===== src/hw/rtl/ufr_pkg.sv =====
// ----------------------------------------------------------------------------
// ufr_pkg
// Shared types and constants of the UBX frame receiver.
// ----------------------------------------------------------------------------
package ufr_pkg;

    localparam int FRAME_BYTES = 96;
    localparam int POS_W       = 7;
    localparam int CFG_IDX_W   = 2;
    localparam int CFG_DATA_W  = 16;

    // frame positions
    localparam logic [POS_W-1:0] POS_SYNC_FIRST  = POS_W'(0);
    localparam logic [POS_W-1:0] POS_SYNC_SECOND = POS_W'(1);
    localparam logic [POS_W-1:0] POS_BODY_FIRST  = POS_W'(2);
    localparam logic [POS_W-1:0] POS_CK_A        = POS_W'(FRAME_BYTES + 2);
    localparam logic [POS_W-1:0] POS_CK_B        = POS_W'(FRAME_BYTES + 3);

    // reset values of the configuration registers
    localparam logic [15:0] GAP_TIMEOUT_RST = 16'd100;
    localparam logic [7:0]  SYNC_FIRST_RST  = 8'hB5;
    localparam logic [7:0]  SYNC_SECOND_RST = 8'h62;

    typedef enum logic [CFG_IDX_W-1:0] {
        CFG_GAP_TIMEOUT = 2'd0,
        CFG_SYNC_FIRST  = 2'd1,
        CFG_SYNC_SECOND = 2'd2
    } t_cfg_idx;

    typedef struct packed {
        logic [15:0] gap_timeout_ms;
        logic [7:0]  sync_first;
        logic [7:0]  sync_second;
    } t_cfg;

    typedef struct packed {
        logic [7:0]  rx_byte;
        logic [31:0] time_ms;
    } t_in_item;

    typedef struct packed {
        logic             store_valid;
        logic [POS_W-1:0] store_index;
        logic [7:0]       store_data;
        logic             frame_ok;
    } t_out_item;

endpackage


===== src/hw/rtl/ubx_frame_receiver.sv =====
// ----------------------------------------------------------------------------
// ubx_frame_receiver
// UBX frame receiver: sync search, body byte writes and Fletcher-8 check.
// ----------------------------------------------------------------------------
// Input channel: one received byte with its millisecond timestamp per
// transaction (i_in_valid / o_in_stall). Output channel: exactly one result
// per input byte (o_out_valid / i_out_stall) carrying a frame-store write
// (store_valid, store_index, store_data) and the frame_ok pulse on the last
// checksum byte of a good frame.
// The result becomes valid in the cycle after its input transaction; one
// byte per cycle is sustained while i_out_stall is low, set by the single
// result register after the parser. While a result is held and i_out_stall
// is high, o_in_stall is raised and no new byte is taken; when the result
// drains a new byte is taken in the same cycle.
// Configuration registers (gap timeout, sync bytes) are written through
// i_cfg_valid / o_cfg_ready, which is always ready; write only while idle.
// Synchronous reset clears the frame position, sums, last byte time and
// the result valid flag, and restores the default register values.
// ----------------------------------------------------------------------------
module ubx_frame_receiver
    import ufr_pkg::*;
(
    input  logic                  i_clk,
    input  logic                  i_rst_n,
    input  logic                  i_in_valid,
    output logic                  o_in_stall,
    input  t_in_item              i_in_item,
    output logic                  o_out_valid,
    input  logic                  i_out_stall,
    output t_out_item             o_out_item,
    input  logic                  i_cfg_valid,
    output logic                  o_cfg_ready,
    input  logic [CFG_IDX_W-1:0]  i_cfg_index,
    input  logic [CFG_DATA_W-1:0] i_cfg_data
);

    t_cfg      cfg;
    t_out_item result;
    logic      full_stalled;
    logic      in_fire;

    assign o_in_stall = full_stalled;
    assign in_fire    = i_in_valid && !full_stalled;

    ufr_cfg_regs u_cfg_regs (
        .i_clk       (i_clk),
        .i_rst_n     (i_rst_n),
        .i_cfg_valid (i_cfg_valid),
        .o_cfg_ready (o_cfg_ready),
        .i_cfg_index (i_cfg_index),
        .i_cfg_data  (i_cfg_data),
        .o_cfg       (cfg)
    );

    ufr_parser u_parser (
        .i_clk    (i_clk),
        .i_rst_n  (i_rst_n),
        .i_fire   (in_fire),
        .i_item   (i_in_item),
        .i_cfg    (cfg),
        .o_result (result)
    );

    ufr_out_reg u_out_reg (
        .i_clk          (i_clk),
        .i_rst_n        (i_rst_n),
        .i_load         (in_fire),
        .i_result       (result),
        .o_full_stalled (full_stalled),
        .o_out_valid    (o_out_valid),
        .i_out_stall    (i_out_stall),
        .o_out_item     (o_out_item)
    );

endmodule


===== src/hw/rtl/ufr_cfg_regs.sv =====
// ----------------------------------------------------------------------------
// ufr_cfg_regs
// Configuration registers: gap timeout and the two sync bytes.
// ----------------------------------------------------------------------------
module ufr_cfg_regs
    import ufr_pkg::*;
(
    input  logic                  i_clk,
    input  logic                  i_rst_n,
    input  logic                  i_cfg_valid,
    output logic                  o_cfg_ready,
    input  logic [CFG_IDX_W-1:0]  i_cfg_index,
    input  logic [CFG_DATA_W-1:0] i_cfg_data,
    output t_cfg                  o_cfg
);

    t_cfg r_cfg;
    t_cfg n_cfg;

    assign o_cfg_ready = 1'b1;
    assign o_cfg       = r_cfg;

    always_comb begin
        n_cfg = r_cfg;
        if (i_cfg_valid) begin
            case (t_cfg_idx'(i_cfg_index))
                CFG_GAP_TIMEOUT: n_cfg.gap_timeout_ms = i_cfg_data;
                CFG_SYNC_FIRST:  n_cfg.sync_first     = i_cfg_data[7:0];
                CFG_SYNC_SECOND: n_cfg.sync_second    = i_cfg_data[7:0];
                default:         n_cfg                = r_cfg;
            endcase
        end
    end

    always_ff @(posedge i_clk) begin
        if (!i_rst_n) begin
            r_cfg.gap_timeout_ms <= GAP_TIMEOUT_RST;
            r_cfg.sync_first     <= SYNC_FIRST_RST;
            r_cfg.sync_second    <= SYNC_SECOND_RST;
        end else begin
            r_cfg <= n_cfg;
        end
    end

endmodule


===== src/hw/rtl/ufr_parser.sv =====
// ----------------------------------------------------------------------------
// ufr_parser
// Frame position tracking, Fletcher-8 sums and gap timeout for each byte.
// ----------------------------------------------------------------------------
module ufr_parser
    import ufr_pkg::*;
(
    input  logic      i_clk,
    input  logic      i_rst_n,
    input  logic      i_fire,
    input  t_in_item  i_item,
    input  t_cfg      i_cfg,
    output t_out_item o_result
);

    logic [POS_W-1:0] r_pos,  n_pos;
    logic [7:0]       r_sum_a, n_sum_a;
    logic [7:0]       r_sum_b, n_sum_b;
    logic [31:0]      r_last_time, n_last_time;

    logic [31:0]      gap;
    logic             timed_out;
    logic [POS_W-1:0] pos_eff;
    logic [POS_W-1:0] body_idx;
    logic [7:0]       sum_a_new;

    // wrapped gap since the previous byte, zero time means none
    assign gap       = i_item.time_ms - r_last_time;
    assign timed_out = (r_last_time != 32'd0) && (gap > {16'd0, i_cfg.gap_timeout_ms});
    assign pos_eff   = timed_out ? POS_SYNC_FIRST : r_pos;
    assign body_idx  = pos_eff - POS_BODY_FIRST;
    assign sum_a_new = r_sum_a + i_item.rx_byte;

    always_comb begin
        n_pos       = r_pos;
        n_sum_a     = r_sum_a;
        n_sum_b     = r_sum_b;
        n_last_time = r_last_time;
        o_result    = '0;
        if (i_fire) begin
            n_last_time = i_item.time_ms;
            if (pos_eff == POS_SYNC_FIRST) begin
                n_pos = (i_item.rx_byte == i_cfg.sync_first) ? POS_SYNC_SECOND
                                                             : POS_SYNC_FIRST;
            end else if (pos_eff == POS_SYNC_SECOND) begin
                n_pos = (i_item.rx_byte == i_cfg.sync_second) ? POS_BODY_FIRST
                                                              : POS_SYNC_FIRST;
            end else if (pos_eff < POS_CK_A) begin
                o_result.store_valid = 1'b1;
                o_result.store_index = body_idx;
                o_result.store_data  = i_item.rx_byte;
                // sums restart on the first body byte
                if (pos_eff == POS_BODY_FIRST) begin
                    n_sum_a = i_item.rx_byte;
                    n_sum_b = i_item.rx_byte;
                end else begin
                    n_sum_a = sum_a_new;
                    n_sum_b = r_sum_b + sum_a_new;
                end
                n_pos = pos_eff + POS_W'(1);
            end else if (pos_eff == POS_CK_A) begin
                n_pos = (i_item.rx_byte == r_sum_a) ? POS_CK_B : POS_SYNC_FIRST;
            end else if (pos_eff == POS_CK_B) begin
                o_result.frame_ok = (i_item.rx_byte == r_sum_b);
                n_pos             = POS_SYNC_FIRST;
            end else begin
                n_pos = POS_SYNC_FIRST;
            end
        end
    end

    always_ff @(posedge i_clk) begin
        if (!i_rst_n) begin
            r_pos       <= POS_SYNC_FIRST;
            r_sum_a     <= 8'd0;
            r_sum_b     <= 8'd0;
            r_last_time <= 32'd0;
        end else begin
            r_pos       <= n_pos;
            r_sum_a     <= n_sum_a;
            r_sum_b     <= n_sum_b;
            r_last_time <= n_last_time;
        end
    end

endmodule


===== src/hw/rtl/ufr_out_reg.sv =====
// ----------------------------------------------------------------------------
// ufr_out_reg
// Result register with valid/stall handshake towards the consumer.
// ----------------------------------------------------------------------------
module ufr_out_reg
    import ufr_pkg::*;
(
    input  logic      i_clk,
    input  logic      i_rst_n,
    input  logic      i_load,
    input  t_out_item i_result,
    output logic      o_full_stalled,
    output logic      o_out_valid,
    input  logic      i_out_stall,
    output t_out_item o_out_item
);

    logic      r_valid, n_valid;
    t_out_item r_item;

    // a held result blocks new transactions only while the consumer stalls
    assign o_full_stalled = r_valid && i_out_stall;
    assign o_out_valid    = r_valid;
    assign o_out_item     = r_item;

    always_comb begin
        if (i_load) begin
            n_valid = 1'b1;
        end else if (!i_out_stall) begin
            n_valid = 1'b0;
        end else begin
            n_valid = r_valid;
        end
    end

    always_ff @(posedge i_clk) begin
        if (!i_rst_n) begin
            r_valid <= 1'b0;
        end else begin
            r_valid <= n_valid;
        end
    end

    always_ff @(posedge i_clk) begin
        if (i_load) begin
            r_item <= i_result;
        end
    end

endmodule

===== config.mk =====
export PLATFORM = sky130hd
export DESIGN_NAME = ubx_frame_receiver
export DESIGN_NICKNAME = d
export VERILOG_FILES = /design/src/hw/rtl/ufr_pkg.sv /design/src/hw/rtl/ubx_frame_receiver.sv /design/src/hw/rtl/ufr_cfg_regs.sv /design/src/hw/rtl/ufr_parser.sv /design/src/hw/rtl/ufr_out_reg.sv
export SDC_FILE = /design/constraint.sdc
export NUM_CORES = 1
export LEC_CHECK = 0
export BUFFER_PORTS_ARGS = -buffer_cell sky130_fd_sc_hd__buf_2
export CAP_MARGIN = 30
export CORE_MARGIN = 1
export CORE_UTILIZATION = 48
export DETAILED_ROUTE_END_ITERATION = 12
export GPL_ROUTABILITY_DRIVEN = 0
export PLACE_DENSITY = 0.75
export SLEW_MARGIN = 10
export SYNTH_ARGS = -nofsm -noshare
export SYNTH_HDL_FRONTEND = slang
export SYNTH_SLANG_ARGS = --single-unit

===== constraint.sdc =====
create_clock -name i_clk -period 6.75 [get_ports i_clk]
set_input_delay 1.0125 -clock i_clk [delete_from_list [all_inputs] [get_ports i_clk]]
set_output_delay 1.0125 -clock i_clk [all_outputs]
set_load 0.02 [all_outputs]

After elaboration in Yosys (flattened, before gate mapping)
Cells that the tools add are included.
W data, S select, Z words.
{"block": "word_totals", "regBits": 105, "inputBits": 63, "out_inout_bits": 20, "word_cells": 61}
{"block": "classes", "add_sub_neg": 5, "n_lt_le_gt_ge": 2, "eq_ne": 11, "mux": 13, "n_bitwise": 4, "reduce_logical": 14}
{"cell": "$mux W7", "count": 6}
{"cell": "$eq A8 B8 Y1", "count": 4}
{"cell": "$gt A32 B16 Y1", "count": 1}
{"cell": "$reduce_bool A32 Y1", "count": 1}
{"cell": "$sub A32 B32 Y32", "count": 1}
{"cell": "$add A8 B8 Y8", "count": 2}
{"cell": "$mux W16", "count": 1}
{"cell": "$mux W8", "count": 2}
{"cell": "$eq A7 B7 Y1 const B", "count": 2}
{"cell": "$add A7 B1 Y7 const B", "count": 1}
{"cell": "$eq A7 B1 Y1 const B", "count": 1}
{"cell": "$eq A7 B2 Y1 const B", "count": 1}
{"cell": "$logic_not A7 Y1", "count": 1}
{"cell": "$lt A7 B7 Y1 const B", "count": 1}
{"cell": "$sub A7 B2 Y7 const B", "count": 1}
{"cell": "$reduce_and A2 Y1", "count": 3}
{"cell": "$reduce_or A5 Y1", "count": 1}
{"cell": "$not A1 Y1", "count": 4}
{"cell": "$reduce_and A4 Y1", "count": 1}
{"cell": "$logic_and A1 B1 Y1", "count": 3}
{"cell": "$mux W1", "count": 3}
{"cell": "$reduce_or A3 Y1", "count": 1}
{"cell": "$eq A2 B1 Y1 const B", "count": 1}
{"cell": "$eq A2 B2 Y1 const B", "count": 1}
{"cell": "5 further kinds", "count": 5}

Longest topological paths before layout
{"block": "depth", "depth_word": 9, "mapped_depth": 31, "mapped_depth_nobuf": 28}

By module
Synthesis repeated with hierarchy kept, for this count alone.
{"block": "hier_totals", "cells_unflattened": 955, "hier_area_um2": 8114.0}
{"mod": "ufr_parser", "n_inst": 1, "cells_each": 804, "area_per_inst_um2": 6242.2, "seq_area_each_um2": 1101.1}
{"mod": "ufr_cfg_regs", "n_inst": 1, "cells_each": 130, "area_per_inst_um2": 1311.3, "seq_area_each_um2": 640.6}
{"mod": "ufr_out_reg", "n_inst": 1, "cells_each": 20, "area_per_inst_um2": 546.8, "seq_area_each_um2": 530.5}
{"mod": "ubx_frame_receiver", "n_inst": 1, "cells_each": 1, "area_per_inst_um2": 13.8, "seq_area_each_um2": 0.0}

Worst setup path after synthesis
OpenSTA, ideal clock, no wires.
{"block": "synth_path", "path_type": "input port to flip-flop", "startpoint": "input i_in_item[0] (netlist name)", "endpoint": "register u_out_reg.r_item, in the netlist u_out_reg.o_out_item[12], data pin", "setup_time_ns": 0.256, "arrival_time_ns": 6.303, "required_time_ns": 6.494, "path_slack_ns": 0.191, "stages": 30, "path_buffers": 4, "path_cell_list": "inv_1 ha_1 fa_1 nand2b_1 a21oi_1 o21a_1 o21bai_1 nand2b_1 xor2_1 ha_1 a21oi_1 nand2_1 a221o_1 o31a_1 a2111oi_2 o2111ai_1 nor4_2 a31o_1 buf_4 buf_2 and2_1 inv_1 ha_1 nand2_1 and3_1 clkbuf_1 nand2_1 buf_2 nand2_2 nor2_1"}
{"block": "synth_between", "elab_chain_cells": 7, "elab_cells_between_ends": 10, "classes_between": "add/sub (2); order compare (2); eq/ne (1); mux (1); bitwise (1); reduce/logical (3)"}
{"element": "start: declaration", "line_no": "ubx_frame_receiver.sv:27", "rtl": "input t_in_item i_in_item,"}
{"element": "$sub A32 B32 Y32 (*)", "line_no": "ufr_parser.sv:28", "rtl": "assign gap = i_item.time_ms - r_last_time;"}
{"element": "$gt A32 B16 Y1 (*)", "line_no": "ufr_parser.sv:29", "rtl": "assign timed_out = (r_last_time != 32'd0) && (gap > {16'd0, i_cfg.gap_timeout_ms});"}
{"element": "$logic_and A1 B1 Y1 (*)", "line_no": "ufr_parser.sv:29"}
{"element": "$mux W7 (*)", "line_no": "ufr_parser.sv:30", "rtl": "assign pos_eff = timed_out ? POS_SYNC_FIRST : r_pos;"}
{"element": "$lt A7 B7 Y1", "line_no": "ufr_parser.sv:48", "rtl": "end else if (pos_eff < POS_CK_A) begin"}
{"element": "$not A1 Y1 (no line)"}
{"element": "$reduce_or A3 Y1 (no line)"}
{"element": "end signal: assignment", "line_no": "ufr_out_reg.sv:46", "rtl": "r_item <= i_result;"}
{"element": "end: declaration", "line_no": "ufr_out_reg.sv:19", "rtl": "t_out_item r_item;"}
Mark *: on every way between the ends. The rest lies on a longest branch, timed or not.
A chain may end at the register's enable or synchronous reset.

Worst setup path in the final report
{"block": "layout_path", "startpoint": "input i_in_item[0] (netlist name)", "endpoint": "register u_parser.r_sum_a[6]"}
{"block": "layout_between", "elab_chain_cells": 7, "elab_cells_between_ends": 12, "classes_between": "add/sub (1); order compare (2); eq/ne (2); mux (2); bitwise (2); reduce/logical (3)"}
{"element": "$sub A32 B32 Y32 (*)", "line_no": "ufr_parser.sv:28"}
{"element": "$gt A32 B16 Y1 (*)", "line_no": "ufr_parser.sv:29"}
{"element": "$logic_and A1 B1 Y1 (*)", "line_no": "ufr_parser.sv:29"}
{"element": "$mux W7 (*)", "line_no": "ufr_parser.sv:30"}
{"element": "branches (longest 3 deep; another with $lt A7 B7 Y1)"}
{"element": "end signal: assignment", "line_no": "ufr_parser.sv:80", "rtl": "r_sum_a <= n_sum_a;"}
{"element": "end: declaration", "line_no": "ufr_parser.sv:17", "rtl": "logic [7:0] r_sum_a, n_sum_a;"}
Mark *: on every way between the ends.

==> results.py <==
metrics = {
    "pwr": {
        "p_per_area_mw_per_mm2": 193.5,
        "power.leakage_nw": 3.634,
        "max-vdd-ir-drop_mv": 0.1389,
        "pwr-share-clk_pct": 34.0,
        "power_frac_seq_pct": 40.6,
        "switchingPower_w": 0.0005190,
        "fin_total_pwr_w": 0.001658,
        "netSwitchingFraction_pct": 31.31,
        "p_comb_share_pct": 25.4,
        "intPower_w": 0.001139,
    },
    "logic_synthesis": {
        "synth_compound_area_share_pct": 20.68,
        "synth_edf_count": 17,
        "ys_warn_count": 0,
        "synthAdderAreaFrac_pct": 11.97,
        "synth_flop_cell": "dfxtp_1",
        "syn-cell-area_sq_mm": 0.007712,
        "synth_xor_area_share_pct": 6.927,
        "synth_area_per_cell_sq_um": 7.959,
        "ys_seq_area_share_pct": 29.46,
        "synth_top_family_by_area": "compound AO/OA/AOI/OAI gates",
        "ys_seq_elements": 105,
        "syn_nets": 1104,
        "muxShareOfSynthArea_pct": 4.023,
        "synthArstFlopShare_pct": 0,
        "synthCells": 969,
        "synth_cell_type_count": 79,
        "synthSimpleGateAreaFrac_pct": 20.47,
    },
    "worst_setup_path": {
        "path_max_fanout": 16,
        "cp.required_ps": 7010,
        "crit_type": "input port to flop",
        "cpMostUsedCell": "ha_1",
        "cpPeakStageDelay_ps": 400,
        "critical-path-top-delay-family": "compound AO/OA/AOI/OAI gates",
        "critPathLaunchType": "input port",
        "cp.arrival_ps": 6580,
        "r2r_cells": 25,
        "cp_slowest_cell": "fa_1",
        "cp.depth": 27,
        "crit_path_end_kind": "flop",
        "ff2ff_setup_slack_ps": 930,
        "critical_path_buf_inv_count": 4,
    },
    "final_layout": {
        "syn_to_final_growth_pct": 11.08,
        "final_cells": 1239,
        "regArea_sq_mm": 0.002272,
        "drive_above_1_share_pct": 13.42,
        "diodes": 0,
        "fin_util_pct": 55.53,
        "num-fill-cells": 1454,
        "nets": 1158,
        "multiInputGateArea_sq_mm": 0.004965,
        "layout_commonest_cell": "nand2_1",
        "final_cell_mix": "169 x nand2_1, 114 x a21oi_1, 88 x dfxtp_1",
    },
    "clocking": {
        "clk_pin_slew_ps": 70,
        "clock_path_buffers": 2,
        "cts_inserted_buffers": 9,
        "cts_tree": "yes",
        "clock_latency_ps": 360,
        "cts.sinks": 105,
        "htreeDepth": 3,
        "clock-root-buffer": "clkbuf_16",
        "postCtsSetupRepairBufs": 0,
    },
    "grt": {
        "grt_pass1_vias": 6338,
        "gr-total-overflow": 0,
        "use_met1_pct": 32.79,
        "grtUsageTotal_pct": 23.71,
        "grt-busiest-layer": "met2",
        "use_met3_pct": 4.283,
        "grt_first_pass_wirelength_microns": 31170,
        "use_met2_pct": 38.44,
        "antenna_found_initial": 0,
        "grt_max_degree": 49,
    },
    "floorplanning": {
        "num_rows": 45,
        "initial_utilization_pct": 49.99,
        "die_y_microns": 128.8,
        "pin_count": 83,
        "fp.coreArea_sq_mm": 0.01543,
        "dieWidth_microns": 128.8,
        "die_area_sq_mm": 0.01658,
    },
    "detailed_routing": {
        "via_count": 6967,
        "dr.pass1.iters": 5,
        "drt_wl_total_microns": 18840,
        "wl_per_cell_microns": 15.20,
        "drc": 0,
        "drt_iter0_drc": 504,
        "avgViaCountPerCell": 5.623,
        "route.antenna.remaining_nets": 0,
    },
    "sta": {
        "slew_headroom_pct": 49.62,
        "timing.final.crit_share_pct": 93.58,
        "hold_viol": 0,
        "worstMarginPinSlew_ps": 755.7,
        "maxSlewViolCount": 0,
        "min_period_ps": 6316,
        "rsz0062_at_grt": "no",
        "fin_skew_ps": 7.226,
        "timing.fmax_mhz": 158.3,
        "setup_violations": 0,
    },
    "run_status": {
        "status": "finished, final reports clean",
    },
    "place": {
        "io_buffer_count": 81,
        "dp_hpwl_microns": 14410,
        "dp_cells": 1223,
    },
    "hold_path": {
        "holdPathStages": 2,
        "hp-class": "flop to flop",
    },
    "run": {
        "drv_cap": 0,
    },
}
[repair_timing]
item	in CTS	in global routing
resized for setup	0	3
hold buffers	0	0
setup endpoints to repair	0	14
[cell families (layout without fill, tap and decap cells)]
| family | Yosys count | count (layout) |
|---|---|---|
| buffers and inverters | 116 | 175 |
| adders and majority gates | 72 | 72 |
| xor gates and xnor gates | 61 | 61 |
| DFF | 105 | 105 |
| other | 1 | 1 |
| and+or+nand+nor | 335 | 335 |
| muxes | 31 | 31 |
| AOI/OAI and AO/OA | 248 | 248 |
[layout make-up]
cell class / instances / area share [%]
clock buffers: 11 / 2.965
clock inverters: 5 / 0.8033
inverters: 67 / 2.936
multi-input cells: 748 / 57.95
flip-flops and latches: 105 / 26.52
well taps: 211 / 3.082
repair buffers: 92 / 5.740
[sequential cells by signal, summed over array words and instances, names as in the netlist]
signal,flops
u_parser.r_last_time,32
u_parser.r_sum_b,8
u_parser.r_sum_a,8
u_parser.r_pos,7
u_out_reg.o_out_item,17
u_cfg_regs.o_cfg,32
u_out_reg.o_out_valid,1
[power groups by stage]
stage / combinational, W / clock (W) / sequential (W)
2_1_floorplan: 0.000305 / 0 / 0.000690
3_3_place_gp: 0.000410 / 0 / 0.000687
3_5_place_dp: 0.000415 / 0 / 0.000687
4_1_cts: 0.000418 / 0.000572 / 0.000673
5_1_grt: 0.000470 / 0.000600 / 0.000676
6_report: 0.000421 / 0.000563 / 0.000673
[tightest hold or removal path, stage by stage, from the launching register on]
cell and delay [ps]:
dfxtp_1 310, nand2_1 50, a21oi_1 50
[final timing paths]
kind / startpoint / endpoint
min reg2reg: u_cfg_regs.o_cfg[28]$_SDFFE_PN0P_ / u_cfg_regs.o_cfg[28]$_SDFFE_PN0P_
max: i_in_item[0] / u_parser.r_sum_a[6]$_SDFFE_PN0P_
max reg2reg: u_parser.r_last_time[0]$_SDFFE_PN0P_ / u_parser.r_sum_a[6]$_SDFFE_PN0P_
min: u_cfg_regs.o_cfg[28]$_SDFFE_PN0P_ / u_cfg_regs.o_cfg[28]$_SDFFE_PN0P_
[per-stage QoR]
stage | worst slack [ps] | cell area, sq um | TNS, ps | hold WS [ps]
after detailed placement | -85.77 | 8230 | -99.45 | 448.0
after CTS | 293.2 | 8553 | 0 | 457.7
after floorplan | 190.6 | 7712 | 0 | 436.3
after global routing | 42.41 | 8567 | 0 | 473.2
after global placement | 110.5 | 8219 | 0 | 443.6
final | 433.5 | 8567 | 0 | 457.4
[metal layers]
| metal | part of all wire (%) | up-vias |
|---|---|---|
| li1 | - | 3508 |
| met5 | 0 | - |
| met4 | 0.80 | 0 |
| met2 | 45 | 153 |
| met3 | 5.0 | 12 |
| met1 | 49 | 3294 |
[Yosys cell counts (5+ instances only)]
cell | number | area, sq um
nand2_1 | 170 | 638.1
a21oi_1 | 115 | 575.6
dfxtp_1 | 88 | 1762
ha_1 | 69 | 863.3
inv_1 | 67 | 251.5
nor2_1 | 46 | 172.7
xnor2_1 | 40 | 350.3
mux2i_1 | 31 | 310.3
clkbuf_1 | 26 | 97.59
o21ai_0 | 23 | 115.1
xor2_1 | 21 | 183.9
nand4_1 | 19 | 118.9
nor4_1 | 18 | 112.6
edfxtp_1 | 17 | 510.5
nand3_1 | 15 | 75.07
nor3_1 | 14 | 70.07
o21ai_1 | 12 | 60.06
a21o_1 | 11 | 82.58
and3_1 | 11 | 68.82
o211ai_1 | 11 | 82.58
buf_2 | 10 | 50.05
nand2b_1 | 9 | 56.30
a211oi_1 | 8 | 60.06
o21a_1 | 8 | 60.06
o21bai_1 | 7 | 52.55
buf_1 | 6 | 22.52
nor2b_1 | 6 | 37.54
a211oi_2 | 5 | 62.56
o2bb2ai_1 | 5 | 43.79
(Power assumes the default switching activity.)
